<file path="config.mk">
export PLATFORM = sky130hd
export DESIGN_NAME = matrix_keypad_scan_debounce_flat
export DESIGN_NICKNAME = d
export VERILOG_FILES = /design/src/rtl/mkpsd_pkg.sv /design/src/rtl/mkpsd_if.sv /design/src/rtl/matrix_keypad_scan_debounce.sv /design/src/flat_wrapper.sv
export SDC_FILE = /design/constraint.sdc
export NUM_CORES = 1
export LEC_CHECK = 0
export BUFFER_PORTS_ARGS = -buffer_cell sky130_fd_sc_hd__buf_2
export CAP_MARGIN = 20
export CORE_UTILIZATION = 25
export DETAILED_ROUTE_END_ITERATION = 6
export GPL_ROUTABILITY_DRIVEN = 0
export PLACE_DENSITY = 0.48
export SYNTH_ARGS = -nofsm -noshare
export SYNTH_HDL_FRONTEND = slang
export SYNTH_SLANG_ARGS = --single-unit
</file>
<file path="constraint.sdc">
create_clock -name clock -period 3.3 [get_ports clock]
set_clock_uncertainty 0.2 [all_clocks]
set_input_delay 0.66 -clock clock [delete_from_list [all_inputs] [get_ports clock]]
set_output_delay 0.66 -clock clock [all_outputs]
set_load 0.005 [all_outputs]
</file>
<file path="src/rtl/mkpsd_pkg.sv">
// ---------------------------------------------------------------------------
// mkpsd_pkg
// Widths, register indexes and reset values of the keypad scanner.
// ---------------------------------------------------------------------------
package mkpsd_pkg;

   localparam int SAMPLE_W    = 8;
   localparam int DRIVE_W     = 8;
   localparam int KEY_MASK_W  = 32;
   localparam int CNT_W       = 4;
   localparam int CSR_INDEX_W = 8;
   localparam int CSR_DATA_W  = 4;

   typedef logic [SAMPLE_W-1:0]    sample_type;
   typedef logic [DRIVE_W-1:0]     drive_type;
   typedef logic [KEY_MASK_W-1:0]  key_mask_type;
   typedef logic [CNT_W-1:0]       count_type;
   typedef logic [CSR_INDEX_W-1:0] csr_index_type;
   typedef logic [CSR_DATA_W-1:0]  csr_data_type;

   localparam csr_index_type CSR_NUM_COLUMNS     = csr_index_type'(0);
   localparam csr_index_type CSR_PRESS_THRESHOLD = csr_index_type'(1);

   localparam csr_data_type NUM_COLUMNS_RESET     = csr_data_type'(5);
   localparam csr_data_type PRESS_THRESHOLD_RESET = csr_data_type'(2);

   localparam count_type COUNT_MAX  = '1;
   localparam drive_type DRIVE_NONE = '1;

endpackage

</file>
<file path="src/rtl/mkpsd_if.sv">
// ---------------------------------------------------------------------------
// mkpsd_req_if / mkpsd_rsp_if / mkpsd_csr_if
// Valid/ready channels of the keypad scanner.
// ---------------------------------------------------------------------------
interface mkpsd_req_if;
   logic                  valid;
   logic                  ready;
   mkpsd_pkg::sample_type row_sample_first;
   mkpsd_pkg::sample_type row_sample_second;

   modport source (output valid, output row_sample_first, output row_sample_second,
                   input ready);
   modport sink   (input valid, input row_sample_first, input row_sample_second,
                   output ready);
endinterface

interface mkpsd_rsp_if;
   logic                    valid;
   logic                    ready;
   mkpsd_pkg::drive_type    column_drive;
   logic                    scan_done;
   mkpsd_pkg::key_mask_type key_mask;

   modport source (output valid, output column_drive, output scan_done, output key_mask,
                   input ready);
   modport sink   (input valid, input column_drive, input scan_done, input key_mask,
                   output ready);
endinterface

interface mkpsd_csr_if;
   logic                     valid;
   logic                     ready;
   mkpsd_pkg::csr_index_type index;
   mkpsd_pkg::csr_data_type  data;

   modport source (output valid, output index, output data, input ready);
   modport sink   (input valid, input index, input data, output ready);
endinterface

</file>
<file path="src/rtl/matrix_keypad_scan_debounce.sv">
// ---------------------------------------------------------------------------
// matrix_keypad_scan_debounce
// Column scanner for a key matrix with per-key debounce counters held in a
// row-per-column memory, and a pressed mask reported at the end of a pass.
// ---------------------------------------------------------------------------
//  channel  dir  payload                                  transfer
//  req      in   row_sample_first, row_sample_second      valid & ready
//  rsp      out  column_drive, scan_done, key_mask        valid & ready
//  csr      in   index, data                              valid (ready held high)
//
//  One item per cycle unless rsp stalls; results pass the update and output registers.
//  The counter memory is read in the transfer cycle and written back from the update stage;
//  an item on the column just written takes the written row by forwarding.
//  Reset clears the row valid bits at once; no clearing pass.
//  A held rsp stalls the update stage, which then holds req.ready low.
// ---------------------------------------------------------------------------
module matrix_keypad_scan_debounce #(
   parameter int ROWS        = 4,
   parameter int MAX_COLUMNS = 8
) (
   input  logic        clock,
   input  logic        reset,
   mkpsd_req_if.sink   req,
   mkpsd_rsp_if.source rsp,
   mkpsd_csr_if.sink   csr
);
   import mkpsd_pkg::*;

   localparam int COL_W = (MAX_COLUMNS > 1) ? $clog2(MAX_COLUMNS) : 1;
   localparam int ROW_W = ROWS * CNT_W;
   localparam int IDX_W = 7;

   // configuration
   csr_data_type num_columns_ff;
   csr_data_type press_threshold_ff;

   // column sequencing
   logic [COL_W-1:0] column_index_ff;
   logic [3:0]       eff_cols;
   logic [3:0]       col_inc;
   logic             done0;
   logic [COL_W-1:0] next_col;
   drive_type        drive0;

   // update stage
   logic             s1_valid_ff;
   logic [COL_W-1:0] s1_col_ff;
   sample_type       s1_first_ff;
   sample_type       s1_second_ff;
   logic             s1_done_ff;
   drive_type        s1_drive_ff;

   // counter memory
   logic [ROW_W-1:0]       mem [MAX_COLUMNS];
   logic [MAX_COLUMNS-1:0] row_valid_ff;
   logic [ROW_W-1:0]       rd_data_ff;
   logic                   rd_valid_ff;

   logic [ROW_W-1:0] old_row;
   logic [ROW_W-1:0] new_row;
   key_mask_type     pressed_bits;
   key_mask_type     acc_ff;
   key_mask_type     acc_in;

   // output register
   logic         rsp_valid_ff;
   drive_type    rsp_drive_ff;
   logic         rsp_done_ff;
   key_mask_type rsp_mask_ff;

   logic accept;
   logic out_free;
   logic s1_adv;
   logic bypass;

   assign csr.ready = 1'b1;

   assign out_free  = !rsp_valid_ff || rsp.ready;
   assign s1_adv    = s1_valid_ff && out_free;
   assign req.ready = !s1_valid_ff || out_free;
   assign accept    = req.valid && req.ready;
   assign bypass    = s1_adv && (s1_col_ff == column_index_ff);

   assign rsp.valid        = rsp_valid_ff;
   assign rsp.column_drive = rsp_drive_ff;
   assign rsp.scan_done    = rsp_done_ff;
   assign rsp.key_mask     = rsp_mask_ff;

   always_comb begin
      priority if (num_columns_ff == '0) begin
         eff_cols = 4'd1;
      end else if (num_columns_ff > 4'(MAX_COLUMNS)) begin
         eff_cols = 4'(MAX_COLUMNS);
      end else begin
         eff_cols = num_columns_ff;
      end
      col_inc  = 4'(column_index_ff) + 4'd1;
      done0    = (col_inc >= eff_cols);
      next_col = done0 ? '0 : COL_W'(col_inc);
      drive0   = ~(drive_type'(1) << next_col);
   end

   always_comb begin
      logic [IDX_W-1:0] idx;
      count_type        cnt;
      count_type        cnt_n;
      idx          = '0;
      cnt          = '0;
      cnt_n        = '0;
      old_row      = rd_valid_ff ? rd_data_ff : '0;
      new_row      = old_row;
      pressed_bits = '0;
      if (s1_first_ff == s1_second_ff) begin
         for (int r = 0; r < ROWS; r++) begin
            idx = IDX_W'(s1_col_ff) * IDX_W'(ROWS) + IDX_W'(r);
            cnt = old_row[r*CNT_W +: CNT_W];
            if (!s1_first_ff[r]) begin
               cnt_n = (cnt == COUNT_MAX) ? COUNT_MAX : cnt + count_type'(1);
               if (cnt_n >= press_threshold_ff && idx < IDX_W'(KEY_MASK_W)) begin
                  pressed_bits[idx[4:0]] = 1'b1;
               end
            end else begin
               cnt_n = '0;
            end
            new_row[r*CNT_W +: CNT_W] = cnt_n;
         end
      end
      acc_in = acc_ff | pressed_bits;
   end

   // configuration writes
   always_ff @(posedge clock) begin
      if (reset) begin
         num_columns_ff     <= NUM_COLUMNS_RESET;
         press_threshold_ff <= PRESS_THRESHOLD_RESET;
      end else if (csr.valid) begin
         unique case (csr.index)
            CSR_NUM_COLUMNS: begin
               num_columns_ff <= csr.data;
            end
            CSR_PRESS_THRESHOLD: begin
               press_threshold_ff <= csr.data;
            end
            default: begin
            end
         endcase
      end
   end

   // control state
   always_ff @(posedge clock) begin
      if (reset) begin
         column_index_ff <= '0;
         s1_valid_ff     <= 1'b0;
         rsp_valid_ff    <= 1'b0;
         row_valid_ff    <= '0;
         acc_ff          <= '0;
      end else begin
         if (accept) begin
            column_index_ff <= next_col;
            s1_valid_ff     <= 1'b1;
         end else if (s1_adv) begin
            s1_valid_ff <= 1'b0;
         end
         if (s1_adv) begin
            rsp_valid_ff            <= 1'b1;
            row_valid_ff[s1_col_ff] <= 1'b1;
            acc_ff                  <= s1_done_ff ? '0 : acc_in;
         end else if (rsp.ready) begin
            rsp_valid_ff <= 1'b0;
         end
      end
   end

   // capture item and read its row, forwarding a same-cycle write
   always_ff @(posedge clock) begin
      if (accept) begin
         s1_col_ff    <= column_index_ff;
         s1_first_ff  <= req.row_sample_first;
         s1_second_ff <= req.row_sample_second;
         s1_done_ff   <= done0;
         s1_drive_ff  <= drive0;
         rd_data_ff   <= bypass ? new_row : mem[column_index_ff];
         rd_valid_ff  <= bypass ? 1'b1 : row_valid_ff[column_index_ff];
      end
   end

   // write back and load the output register
   always_ff @(posedge clock) begin
      if (s1_adv) begin
         mem[s1_col_ff] <= new_row;
         rsp_drive_ff   <= s1_drive_ff;
         rsp_done_ff    <= s1_done_ff;
         rsp_mask_ff    <= s1_done_ff ? acc_in : '0;
      end
   end

endmodule

</file>
<file path="src/flat_wrapper.sv">
// flat-port wrapper written by rule: the top's interface ports become plain ports
module matrix_keypad_scan_debounce_flat import mkpsd_pkg::*;
#(
   parameter int ROWS        = 4,
   parameter int MAX_COLUMNS = 8
)
  (clock, reset, req_valid, req_row_sample_first, req_row_sample_second, req_ready, rsp_valid, rsp_column_drive, rsp_scan_done, rsp_key_mask, rsp_ready, csr_valid, csr_index, csr_data, csr_ready);
  mkpsd_req_if req_i ();
  mkpsd_rsp_if rsp_i ();
  mkpsd_csr_if csr_i ();
  input  logic clock;
  input  logic reset;
  input wire logic [$bits(req_i.valid)-1:0] req_valid;
  input wire logic [$bits(req_i.row_sample_first)-1:0] req_row_sample_first;
  input wire logic [$bits(req_i.row_sample_second)-1:0] req_row_sample_second;
  output wire logic [$bits(req_i.ready)-1:0] req_ready;
  output wire logic [$bits(rsp_i.valid)-1:0] rsp_valid;
  output wire logic [$bits(rsp_i.column_drive)-1:0] rsp_column_drive;
  output wire logic [$bits(rsp_i.scan_done)-1:0] rsp_scan_done;
  output wire logic [$bits(rsp_i.key_mask)-1:0] rsp_key_mask;
  input wire logic [$bits(rsp_i.ready)-1:0] rsp_ready;
  input wire logic [$bits(csr_i.valid)-1:0] csr_valid;
  input wire logic [$bits(csr_i.index)-1:0] csr_index;
  input wire logic [$bits(csr_i.data)-1:0] csr_data;
  output wire logic [$bits(csr_i.ready)-1:0] csr_ready;
  assign req_i.valid = req_valid;
  assign req_i.row_sample_first = req_row_sample_first;
  assign req_i.row_sample_second = req_row_sample_second;
  assign req_ready = req_i.ready;
  assign rsp_valid = rsp_i.valid;
  assign rsp_column_drive = rsp_i.column_drive;
  assign rsp_scan_done = rsp_i.scan_done;
  assign rsp_key_mask = rsp_i.key_mask;
  assign rsp_i.ready = rsp_ready;
  assign csr_i.valid = csr_valid;
  assign csr_i.index = csr_index;
  assign csr_i.data = csr_data;
  assign csr_ready = csr_i.ready;
  matrix_keypad_scan_debounce #(.ROWS(ROWS), .MAX_COLUMNS(MAX_COLUMNS)) u_core (.clock(clock), .reset(reset), .req(req_i), .rsp(rsp_i), .csr(csr_i));
endmodule
</file>
== Yosys cells after proc, flatten, opt, wreduce, memory -nomap -nowiden ==
Memories as Yosys holds them, arrays and structs flattened. A register that Yosys moved wholly into a read port is not among the register bits.
Cells that the tools add are included.
Cells by class
  $add $sub $neg: 8
  order comparisons: 21
  equal/unequal tests: 7
  shift-type cells: 1
  mux-type cells: 44
  bitwise logic cells: 6
  reduce and logical (&&, ||, !) cells: 22
Operators with widths (number)
  $mux W32: 12
  $or A32 B32 Y32: 4
  $mux W4: 10
  $mux W16: 2
  $lt A5 B6 Y1 const B: 5
  $mux W29: 1
  $lt A7 B6 Y1 const B: 3
  $ge A4 B4 Y1: 5
  $ge A5 B1 Y1 const B: 4
  $add A4 B1 Y4 const B: 4
  $eq A4 B4 Y1 const B: 4
  $demux W1 S5: 3
  $add A5 B2 Y6 const B: 2
  $logic_and A1 B1 Y1: 12
  $mux W1: 12
  $eq A8 B1 Y1 const B: 1
  $eq A8 B8 Y1: 1
  $logic_not A8 Y1: 1
  $lt A3 B4 Y1 const B: 2
  $not A8 Y8: 1
  $or A8 B8 Y8: 1
  $shl A1 B3 Y8 const A: 1
  $add A5 B1 Y6 const B: 1
  $demux W1 S3: 2
  other kinds (11): 15
Word-level totals
  register bits: 123
  RAM bits: 128
  bits of input ports: 33
  logic and storage cells: 126
  memories: 1
Memories
  u_core.mem: depth 8, bits a word 16, rd ports 1, clocked after Yosys merged registers in 1, write ports 1, line matrix_keypad_scan_debounce.sv:54  | logic [ROW_W-1:0] mem [MAX_COLUMNS];

== Longest topological paths before layout ==
  depth after elaboration: 22
  gate-level depth with buffers: 14
  depth with buffers taken out: 11

== Worst setup path after synthesis ==
OpenSTA, ideal clock, no wires.
  path kind: in2reg
  start: input rsp_ready
  end: register u_core.rd_data_ff[10], read port of u_core.mem, data pin
  library setup time: 0.260 ns
  arrival: 2.916 ns
  required time: 2.840 ns
  slack: -0.076 ns
  cell stages on the path: 6
  path buffers: 1
  path through: nand2b_1 and2_1 nand3_1 nor2_2 buf_4 mux2_2
On the way
  cells in the longest elaborated chain, start to end: 3
Ends and longest elaborated chain
  start: declaration: line flat_wrapper.sv:21  | input wire logic [$bits(rsp_i.ready)-1:0] rsp_ready;
  $logic_or A1 B1 Y1: line matrix_keypad_scan_debounce.sv:78  | assign out_free = !rsp_valid_ff || rsp.ready;
  $logic_or A1 B1 Y1: line matrix_keypad_scan_debounce.sv:80  | assign req.ready = !s1_valid_ff || out_free;
  $logic_and A1 B1 Y1: line matrix_keypad_scan_debounce.sv:81  | assign accept = req.valid && req.ready;
  end: declaration: line matrix_keypad_scan_debounce.sv:56  | logic [ROW_W-1:0] rd_data_ff;
No other way between the ends.
A chain may end at the register's enable or synchronous reset.

== Worst setup path in the final report ==
  start: register u_core.rd_valid_ff
  end: register u_core.rsp_mask_ff[8] (netlist: u_core.rsp.key_mask[8]), data pin
On the way
  cells in the longest elaborated chain, start to end: 21
  elaborated cells between the ends (all ways): 37
  classes of those cells: add/sub (4); order compare (4); eq/ne (4); mux (17); bitwise (4); reduce/logical (4)
Ends and longest elaborated chain
  start: declaration: line matrix_keypad_scan_debounce.sv:57  | logic rd_valid_ff;
  start signal: assignment: line matrix_keypad_scan_debounce.sv:184  | rd_valid_ff <= bypass ? 1'b1 : row_valid_ff[column_index_ff];
  $mux W16 *: line matrix_keypad_scan_debounce.sv:110  | old_row = rd_valid_ff ? rd_data_ff : '0;
  $add A4 B1 Y4 / $eq A4 B4 Y1 (equally long branches): line matrix_keypad_scan_debounce.sv:118  | cnt_n = (cnt == COUNT_MAX) ? COUNT_MAX : cnt + count_type'(1);
  $mux W4: line matrix_keypad_scan_debounce.sv:118
  $ge A4 B4 Y1: line matrix_keypad_scan_debounce.sv:119  | if (cnt_n >= press_threshold_ff && idx < IDX_W'(KEY_MASK_W)) begin
  $logic_and A1 B1 Y1: line matrix_keypad_scan_debounce.sv:119
  $mux W29: line matrix_keypad_scan_debounce.sv:119
  $mux W32: line matrix_keypad_scan_debounce.sv:117  | if (!s1_first_ff[r]) begin
  $mux W32: line matrix_keypad_scan_debounce.sv:113  | if (s1_first_ff == s1_second_ff) begin
  [5 not listed]
  $mux W32: line matrix_keypad_scan_debounce.sv:119
  $mux W32: line matrix_keypad_scan_debounce.sv:117
  $mux W32: line matrix_keypad_scan_debounce.sv:113
  $or A32 B32 Y32 (no source line)
  $mux W32: line matrix_keypad_scan_debounce.sv:119
  $mux W32 *: line matrix_keypad_scan_debounce.sv:117
  $mux W32 *: line matrix_keypad_scan_debounce.sv:113
  $or A32 B32 Y32 *: line matrix_keypad_scan_debounce.sv:128  | acc_in = acc_ff | pressed_bits;
  end signal: assignment: line matrix_keypad_scan_debounce.sv:194  | rsp_mask_ff <= s1_done_ff ? acc_in : '0;
  end: declaration: line matrix_keypad_scan_debounce.sv:69  | key_mask_type rsp_mask_ff;
Every way passes the cells marked *; elsewhere a longest branch is shown, timed or not. The select of a mux whose other input is x is not followed.

==> out/metrics.yaml <==
p_sw_uw: 1660
grt_util_met1_pct: 14.8
tritoncts: "built"
clk_latency_ns: 0.54
synth_ff_type: "edfxtp_1"
finalPower_uw: 7470
clock_sinks: 267
fin_cells: 1486
path_cells: "buf_12, and2_1, ha_1, a31oi_1, ha_1, nand2b_1, a2111oi_1, nor4_2, and2_2, a22o_1"
area_delta_synth_final_pct: 19.1
drtIter0Drc: 379
path_max_fanout: 18
synth_edf_count: 214
stdcell_area_sq_um: 13500
die-area_sq_um: 46100
clock_power_share_pct: 41.2
grt_pass1_vias: 6469
grt-busiest-layer: "met2"
grt_usage_pct: 10.8
die_width_um: 215
r2r_slack_ns: 0.15
switching_share_pct: 22.3
slew_violations: 0
fin_tns_setup_ns: 0
synth_top_area_share_pct: 56.8
first_pass_iters: 4
ys_seq_elements: 267
hold_violations: 0
use_met2_pct: 17.8
root_buffer: "clkbuf_16"
viasPerCell: 4.34
hpwl_mm: 16.0
reg2regPathDepth: 10
ys_top_cells_by_area: "edfxtp_1 (57%), dfxtp_1 (9.4%), mux4_1 (3.7%), mux4_2 (3.6%), mux2_2 (3.3%)"
synth_async_sr_flop_share_pct: 0
p_comb_share_pct: 7.7
wl_per_cell_um: 17.0
synthCells: 771
dpl_cell_area_sq_um: 12500
holdCritPathClass: "in -> reg"
dp_cells: 1434
fin_crit_sh_pct: 95.6
worst_setup_path_end_kind: "flip-flop"
worstReg2RegEnd: "u_core.rsp.key_mask[8]"
setup_viol: 0
cap_viol_max_count: 0
status: "completed"
std_cell_rows: 77
grt_overflow: 0
grt_max_degree: 47
tightest_slew_ns: 0.642
vdd_drop_max_uv: 282
rsz0062_at_grt: "no"
r2r-start: "u_core.rd_valid_ff"
fillers: 4411
yosysWarnings: 0
path_class: "reg -> reg"
final_common_cell: "edfxtp_1"
p_seq_share_pct: 51.2
multiInputGateArea_sq_um: 3590
antenna_found_initial: 0
syn-cell-area_sq_um: 11300
max_stage_delay_ns: 0.46
nets: 930
grtUsageMet3_pct: 1.83
die_height_um: 215
drc: 0
fmax_mhz: 317
layout_common_cells: "edfxtp_1 (214), nand2_1 (75), buf_2 (75)"
design.core.area_sq_um: 44400
p_per_area_nw_per_um2: 554
p_int_uw: 5800
crit_top_cell: "ha_1"
antenna_cells: 0
synth_nets: 829
cts_buffer_depth: 3
drive_above_1_share_pct: 26.6
clkTransAtPathRegs_ns: 0.06
required_ns: 3.39
seq_area_frac_synth_pct: 66.2
synth_top_cell_by_area: "edfxtp_1"
critPathLaunchType: "flip-flop"
cp.arrival_ns: 3.25
cts_buffers: 28
cts_setup_buffers: 0
period_needed_ns: 3.15
grt_pass1_wl_mm: 38.8
regArea_sq_um: 7490
synth.avg_cell_area_sq_um: 14.7
crit_path_start: "u_core.rd_valid_ff"
crit_end: "u_core.rsp.key_mask[8]"
ant_nets: 0
p_leak_uw: 0.00471
port_buffers: 75
cp_slowest_cell: "a2111oi_1"
ctsHtreeMaxLevel: 1
routed_wl_mm: 25.3
vias: 6455
ys_types: 47
ios: 77
initial_core_util_pct: 25.5
slew_headroom_pct: 57.1
## critical path: cells and delay by family, from the launching register on
kind	cells	cell delay [ns]
AOI/OAI and AO/OA	3	0.89
and+or+nand+nor	4	0.67
adders and majority gates	2	0.52
DFF	1	0.43
buffers and inverters	1	0.18
## cells in the mapped netlist, types with 11 or more instances
cell and number:
nand2b_1 11, mux4_2 18, nand2_1 78, mux2i_1 18, xnor2_1 11, o21ai_0 54, dfxtp_1 53, clkbuf_1 21
mux4_1 16, inv_1 24, a22o_1 16, nor2_1 50, mux2_2 33, ha_1 25, and2_1 13, edfxtp_1 214
## worst min-delay path by stage
stage                                        start                         end  cells after the start  slack [ns]
after floorplan              u_core.s1_drive_ff[0]  u_core.rsp.column_drive[0]                      0        0.20
after global placement       u_core.s1_drive_ff[5]  u_core.rsp.column_drive[5]                      0        0.21
after detailed placement     u_core.s1_drive_ff[3]  u_core.rsp.column_drive[3]                      0        0.21
after CTS                  req_row_sample_first[3]       u_core.s1_first_ff[3]                      1        0.07
after global routing      req_row_sample_second[7]      u_core.s1_second_ff[7]                      1        0.07
final                     req_row_sample_second[6]      u_core.s1_second_ff[6]                      1        0.09
## power by group through the flow
stage	logic [uW]	registers, uW	clock network, uW
2_1_floorplan	398	3860	0
3_3_place_gp	569	3890	0
3_5_place_dp	572	3890	0
4_1_cts	576	3820	3160
5_1_grt	631	3830	3290
6_report	572	3820	3080
## registers in the layout (all words and copies together), names as in the netlist
register and flops:
u_core.column_index_ff 3, u_core.s1_done_ff 1, u_core.s1_drive_ff 8, u_core.rsp.key_mask 32, u_core.rd_data_ff 16, u_core.acc_ff 32
u_core.press_threshold_ff 4, u_core.rsp.scan_done 1, u_core.rsp.column_drive 8, u_core.s1_valid_ff 1, u_core.s1_col_ff 3, u_core.s1_first_ff 8
u_core.rd_valid_ff 1, u_core.rsp.valid 1, u_core.row_valid_ff 8, u_core.s1_second_ff 8, u_core.num_columns_ff 4, u_core.mem 128
## metal layers
metal | vias to the layer above | routed length, um
met5 | - | 0
met4 | 0 | 426
met3 | 28 | 957
met2 | 115 | 11900
met1 | 3200 | 12000
li1 | 3112 | -
## logic make-up (layout without fill, tap and decap cells)
kind of cell | Yosys count | in the layout | share of synthesized area, %
adder cells (fa/ha/maj) | 25 | 25 | 2.77
flip-flops | 267 | 267 | 66.2
AO/OA/AOI/OAI | 107 | 107 | 5.98
buffers and inverters | 60 | 183 | 2.56
other | 1 | 1 | 0.0332
AND/OR/NAND/NOR | 212 | 212 | 9.09
XOR/XNOR | 12 | 12 | 0.929
multiplexers | 87 | 87 | 12.4
## cell type report
type                       count  area share [%]
inverter                      24           0.669
sequential                   267            55.6
multi-input combinational    444            26.6
clock buffer                  35            5.70
clock inverter                17           0.984
tap                          592            5.50
timing repair buffer         107            4.94
## metrics by stage
stage	hold WS (ns)	util (%)	setup WS [ns]
finish	0.0941	30.3	0.146
global route	0.0664	30.3	0.0241
CTS	0.0672	30.3	0.104
global placement	0.206	28.3	0.157
detailed placement	0.207	28.3	0.144
floorplan	0.200	-	0.232
## repair_timing
action / 4_1_cts / 5_1_grt
hold buffers: 0 / 0
resized for setup: 0 / 7
setup endpoints to repair: 0 / 23
Power figures use the tool's default switching activity.
